===== src/tbsc_pkg.sv =====
// ----------------------------------------------------------------------------
// Tagged bounds shadow checker package
// Field widths, command and fault codes, and controller/datapath structs.
// ----------------------------------------------------------------------------
package tbsc_pkg;

   localparam int ADDR_W        = 64;
   localparam int LEN_W         = 17;
   localparam int TAG_W         = 8;
   localparam int CMD_W         = 2;
   localparam int KIND_W        = 3;
   localparam int WBASE_W       = 48;
   localparam int CSR_INDEX_W   = 8;
   localparam int CSR_DATA_W    = 64;
   localparam int GRANULE_BITS  = 4;
   localparam int TAG_SHIFT     = 56;
   localparam int GRAN_W        = TAG_SHIFT - GRANULE_BITS;
   localparam int CNT_W         = LEN_W - GRANULE_BITS + 1;
   localparam int SHADOW_ENTRIES_DEFAULT = 4096;

   localparam logic [TAG_W-1:0] TAG_LOW_RESET  = 8'd171;
   localparam logic [TAG_W-1:0] TAG_HIGH_RESET = 8'd255;

   localparam logic [CSR_INDEX_W-1:0] REG_WINDOW_BASE  = 8'd0;
   localparam logic [CSR_INDEX_W-1:0] REG_CHECK_ENABLE = 8'd1;
   localparam logic [CSR_INDEX_W-1:0] REG_TAG_LOW      = 8'd2;
   localparam logic [CSR_INDEX_W-1:0] REG_TAG_HIGH     = 8'd3;

   typedef enum logic [CMD_W-1:0] {
      OP_TAG   = 2'd0,
      OP_CHECK = 2'd1,
      OP_FREE  = 2'd2,
      OP_GEN   = 2'd3
   } op_type;

   typedef enum logic [KIND_W-1:0] {
      FK_NONE          = 3'd0,
      FK_BOUNDS        = 3'd1,
      FK_FREE_TAG      = 3'd2,
      FK_FREE_INTERIOR = 3'd3,
      FK_WINDOW        = 3'd4
   } fault_kind_type;

   typedef struct packed {
      logic           load;
      logic           clr_wr;
      logic           rd;
      logic           tag_step;
      logic           prev_step;
      logic           finish;
      logic           gen_tag;
      fault_kind_type kind;
   } tbsc_ctl_type;

   typedef struct packed {
      op_type op;
      logic   clr_last;
      logic   count_zero;
      logic   last_granule;
      logic   win_ok;
      logic   chk_active;
      logic   free_active;
      logic   has_prev;
      logic   bounds_fault;
      logic   tag_match;
      logic   oor_seen;
      logic   out_free;
   } tbsc_sts_type;

endpackage


===== src/tbsc_ctrl.sv =====
// ----------------------------------------------------------------------------
// Tagged bounds shadow checker controller
// Sequences the clearing pass, region tagging, checks and tag generation.
// ----------------------------------------------------------------------------
module tbsc_ctrl (
   input  logic                  clock,
   input  logic                  reset,
   input  logic                  req_valid,
   output logic                  req_ready,
   input  tbsc_pkg::tbsc_sts_type sts,
   output tbsc_pkg::tbsc_ctl_type ctl
);
   import tbsc_pkg::*;

   typedef enum logic [7:0] {
      ST_CLEAR  = 8'b0000_0001,
      ST_IDLE   = 8'b0000_0010,
      ST_START  = 8'b0000_0100,
      ST_TAG    = 8'b0000_1000,
      ST_CHECK  = 8'b0001_0000,
      ST_PREV   = 8'b0010_0000,
      ST_PCHECK = 8'b0100_0000,
      ST_FIN    = 8'b1000_0000
   } state_type;

   state_type state_ff;
   state_type state_in;

   always_comb begin
      ctl       = '0;
      ctl.kind  = FK_NONE;
      req_ready = 1'b0;
      state_in  = state_ff;
      case (state_ff)
         ST_CLEAR: begin
            ctl.clr_wr = 1'b1;
            if (sts.clr_last) begin
               state_in = ST_IDLE;
            end
         end
         ST_IDLE: begin
            req_ready = 1'b1;
            if (req_valid) begin
               ctl.load = 1'b1;
               state_in = ST_START;
            end
         end
         ST_START: begin
            case (sts.op)
               OP_TAG: begin
                  if (!sts.count_zero) begin
                     state_in = ST_TAG;
                  end else if (sts.out_free) begin
                     ctl.finish = 1'b1;
                     state_in   = ST_IDLE;
                  end
               end
               OP_CHECK, OP_FREE: begin
                  if ((sts.op == OP_CHECK) ? sts.chk_active : sts.free_active) begin
                     if (sts.win_ok) begin
                        ctl.rd   = 1'b1;
                        state_in = ST_CHECK;
                     end else if (sts.out_free) begin
                        ctl.finish = 1'b1;
                        ctl.kind   = FK_WINDOW;
                        state_in   = ST_IDLE;
                     end
                  end else if (sts.out_free) begin
                     ctl.finish = 1'b1;
                     state_in   = ST_IDLE;
                  end
               end
               default: begin
                  if (sts.out_free) begin
                     ctl.finish  = 1'b1;
                     ctl.gen_tag = 1'b1;
                     state_in    = ST_IDLE;
                  end
               end
            endcase
         end
         ST_TAG: begin
            ctl.tag_step = 1'b1;
            if (sts.last_granule) begin
               state_in = ST_FIN;
            end
         end
         ST_FIN: begin
            if (sts.out_free) begin
               ctl.finish = 1'b1;
               ctl.kind   = sts.oor_seen ? FK_WINDOW : FK_NONE;
               state_in   = ST_IDLE;
            end
         end
         ST_CHECK: begin
            if (sts.op == OP_CHECK) begin
               if (sts.out_free) begin
                  ctl.finish = 1'b1;
                  ctl.kind   = sts.bounds_fault ? FK_BOUNDS : FK_NONE;
                  state_in   = ST_IDLE;
               end
            end else if (sts.tag_match && sts.has_prev) begin
               ctl.prev_step = 1'b1;
               state_in      = ST_PREV;
            end else if (sts.out_free) begin
               ctl.finish = 1'b1;
               ctl.kind   = sts.tag_match ? FK_NONE : FK_FREE_TAG;
               state_in   = ST_IDLE;
            end
         end
         ST_PREV: begin
            if (sts.win_ok) begin
               ctl.rd   = 1'b1;
               state_in = ST_PCHECK;
            end else if (sts.out_free) begin
               ctl.finish = 1'b1;
               state_in   = ST_IDLE;
            end
         end
         ST_PCHECK: begin
            if (sts.out_free) begin
               ctl.finish = 1'b1;
               ctl.kind   = sts.tag_match ? FK_FREE_INTERIOR : FK_NONE;
               state_in   = ST_IDLE;
            end
         end
         default: begin
            state_in = ST_IDLE;
         end
      endcase
   end

   always_ff @(posedge clock) begin
      if (reset) begin
         state_ff <= ST_CLEAR;
      end else begin
         state_ff <= state_in;
      end
   end
endmodule


===== config.mk =====
export PLATFORM = sky130hd
export DESIGN_NAME = tbsc_ctrl
export DESIGN_NICKNAME = d
export VERILOG_FILES = /design/src/tbsc_pkg.sv /design/src/tbsc_ctrl.sv
export SDC_FILE = /design/constraint.sdc
export NUM_CORES = 1
export LEC_CHECK = 0
export ABC_AREA = 1
export CORE_MARGIN = 4
export CORE_UTILIZATION = 45
export DETAILED_ROUTE_END_ITERATION = 7
export DONT_BUFFER_PORTS = 1
export HOLD_SLACK_MARGIN = 0.03
export PLACE_DENSITY = 0.64
export SETUP_SLACK_MARGIN = 0.1
export SYNTH_ARGS = -nofsm -noshare
export SYNTH_HDL_FRONTEND = slang
export SYNTH_SLANG_ARGS = --single-unit

===== constraint.sdc =====
create_clock -name clock -period 1.66 [get_ports clock]
set_clock_uncertainty 0.05 [all_clocks]
set_input_delay 0.166 -clock clock [delete_from_list [all_inputs] [get_ports clock]]
set_output_delay 0.166 -clock clock [all_outputs]
set_load 0.02 [all_outputs]

==> flow_metrics.env <==
export IMPL_status="completed"
export IMPL_first_pass_iters=5
export IMPL_top_register="state_ff"
export IMPL_slew_limit_headroom_pct=79.3
export IMPL_min_period_ns=1.63
export IMPL_met2_usage_pct=35.2
export IMPL_synth_cell_types=26
export IMPL_leakage_nw=0.557
export IMPL_cts_tree="done"
export IMPL_synth_flop_cell="dfxtp_1"
export IMPL_port_buffers=0
export IMPL_hold_viol=0
export IMPL_power_frac_seq_pct=41.3
export IMPL_ys_seq_elements=8
export IMPL_place_congestion=0.953
export IMPL_syn_to_final_growth_pct=33.0
export IMPL_pin_count=27
export IMPL_syn_area_um2=848
export IMPL_post_drt_wl_per_cell_um=13.6
export IMPL_vias_per_cell=5.47
export IMPL_finalMaxSlewViolations=0
export IMPL_ys_seq_area_share_pct=18.9
export IMPL_grtUsageMet1_pct=23.2
export IMPL_core_area_um2=1760
export IMPL_cts_sinks=8
export IMPL_clk_pin_slew_ns=0.06
export IMPL_clkPwrFrac_pct=31.6
export IMPL_grt_busiest_layer="met2"
export IMPL_critical_path_required_ns=1.44
export IMPL_clockBufferDepth=2
export IMPL_peakVddDrop_mv=0.238
export IMPL_worst_r2r_cell_count=9
export IMPL_initial_core_util_pct=48.1
export IMPL_synth_area_per_cell_um2=6.15
export IMPL_synth_edf_count=0
export IMPL_critPathMaxFanout=4
export IMPL_fin_hold_ws_ns=0.0459
export IMPL_r2r_start="state_ff[2]"
export IMPL_power_density_nw_per_um2=427
export IMPL_synth_yosys_warnings=0
export IMPL_grt_pass1_wl_mm=4.00
export IMPL_final_setup_tns_ns=0
export IMPL_rrSetupSlack_ns=0.21
export IMPL_mostFrequentLayoutCells="nand2_1, nand3_1, buf_4"
export IMPL_htree_levels=1
export IMPL_worstSetupPathType="register to output port"
export IMPL_cp_arrival_ns=1.41
export IMPL_largest_reg_flops=8
export IMPL_grt_pass1_vias=966
export IMPL_netlist_instances=138
export IMPL_period_share_pct=98.0
export IMPL_die_w_um=51.4
export IMPL_diodes=0
export IMPL_worstSetupStartpoint="state_ff[5]"
export IMPL_p_sw_w=0.000156
export IMPL_cp_endpoint="ctl[7]"
export IMPL_post_place_ws_ns=0.178
export IMPL_root_buffer="clkbuf_4"
export IMPL_syn_num_nets=157
export IMPL_setup_viol=0
export IMPL_fmax_mhz=615
export IMPL_worst_slew_pin_slew_ns=0.309
export IMPL_power_internal_w=0.000326
export IMPL_drc_errors=0
export IMPL_nNetsFinal=180
export IMPL_synthArstFlopShare_pct=0
export IMPL_rsz0062_at_grt="yes"
export IMPL_cap_viol_max_count=0
export IMPL_synth_top_cell_area_share_pct=18.9
export IMPL_clk_latency_ns=0.25
export IMPL_rows=15
export IMPL_grt_use_total_pct=19.6
export IMPL_drt_iter0_drc=39
export IMPL_use_met3_pct=2.62
export IMPL_synthTopCellsByArea="dfxtp_1, nand2_1, nand3_1, inv_1, nand2_2"
export IMPL_totalWireLength_mm=2.50
export IMPL_swShare_pct=32.4
export IMPL_final_core_util_pct=64.0
export IMPL_endpoint_kind="output port"
export IMPL_hpwl_mm=1.85
export IMPL_reg_top3="state_ff x8"
export IMPL_die_h_um=51.4
export IMPL_die_area_um2=2640
export IMPL_r2r_end="state_ff[2]"
export IMPL_overflow=0
export IMPL_combPwrFrac_pct=27.1
export IMPL_setup_ws_ns=0.0331
export IMPL_drive_gt1_share_pct=41.5
export IMPL_vias=1007
export IMPL_antenna_found_initial=0
export IMPL_numCtsBuffers=3
export IMPL_drtAntennaViolNets=0
export IMPL_grt_max_degree=10
export IMPL_hold_class="input port to register"
export IMPL_final_common_cell="nand2_1"
export IMPL_critPathLaunchType="register"
export IMPL_synth_top_cell_by_area="dfxtp_1"
cell type report:
cell class              count  area [um^2]
multi-input cells         107          672
fillers                   180          636
flip-flops and latches      8          169
repair buffers             18          145
inverters                  23         88.8
well taps                  25         31.3
clock buffers               3         22.5
cells in the mapped netlist (2+ instances only):
cell / number
a21oi_1: 6
nor2_1: 11
nor3_1: 2
nand4_1: 4
nand2_2: 7
nor2_2: 3
inv_1: 12
ha_1: 3
nor2_8: 2
clkinv_1: 2
nand2_4: 3
nand3_1: 20
nand3b_1: 2
nand2_1: 33
o21ai_0: 2
inv_2: 9
dfxtp_1: 8
how the worst min path moves through the flow:
stage	from	to	slack, ns	cells past startpoint
3_3_place_gp	reset	state_ff[6]	0.19	1
2_1_floorplan	reset	state_ff[3]	0.19	1
4_1_cts	sts[7]	state_ff[6]	0.03	2
3_5_place_dp	reset	state_ff[5]	0.19	1
5_1_grt	sts[7]	state_ff[6]	0.04	2
6_report	sts[7]	state_ff[6]	0.05	2
repair_timing:
action,4_1_cts,5_1_grt
endpoints found under the setup margin,7,10
pin swaps,4,2
hold endpoints to repair,7,0
hold buffers,1,0
buffers inserted,8,2
resized for setup,15,13
power groups by stage:
stage	Sequential (W)	Combinational [W]	Clock, W
after global routing	0.000200	0.000145	0.000161
after global placement	0.000204	0.000113	0
final	0.000199	0.000131	0.000152
after CTS	0.000198	0.000120	0.000155
after detailed placement	0.000204	0.000114	0
after floorplan	0.000203	0.0000932	0
through the flow:
stage,area (um^2),std cells,total power (W)
2_1_floorplan,856,138,0.000296
3_3_place_gp,940,170,0.000316
3_5_place_dp,940,170,0.000318
4_1_cts,1070,182,0.000474
5_1_grt,1130,184,0.000506
6_report,1130,184,0.000482
layer usage:
metal / vias up / wire length (um)
met5: - / 0
met2: 38 / 1240
li1: 499 / -
met3: 8 / 144
met1: 462 / 1050
met4: 0 / 62
critical path, stage by stage, from the launching register on:
cell and delay (ns):
dfxtp_2 0.33, inv_2 0.07, nand2_4 0.09, nor2_8 0.15, nand2_2 0.10, inv_2 0.09
nand2_1 0.06, o21ai_2 0.13, buf_6 0.13
cell families (layout without fill, tap and decap cells):
logic type / count (synthesis) / count (layout) / share of synthesized area (%)
DFF: 8 / 8 / 18.9
adders and majority gates: 3 / 3 / 4.43
AOI/OAI and AO/OA: 14 / 14 / 10.3
and+or+nand+nor: 90 / 90 / 56.2
buffers and inverters: 23 / 44 / 10.2
No activity file was read; power rests on OpenSTA's default activity.
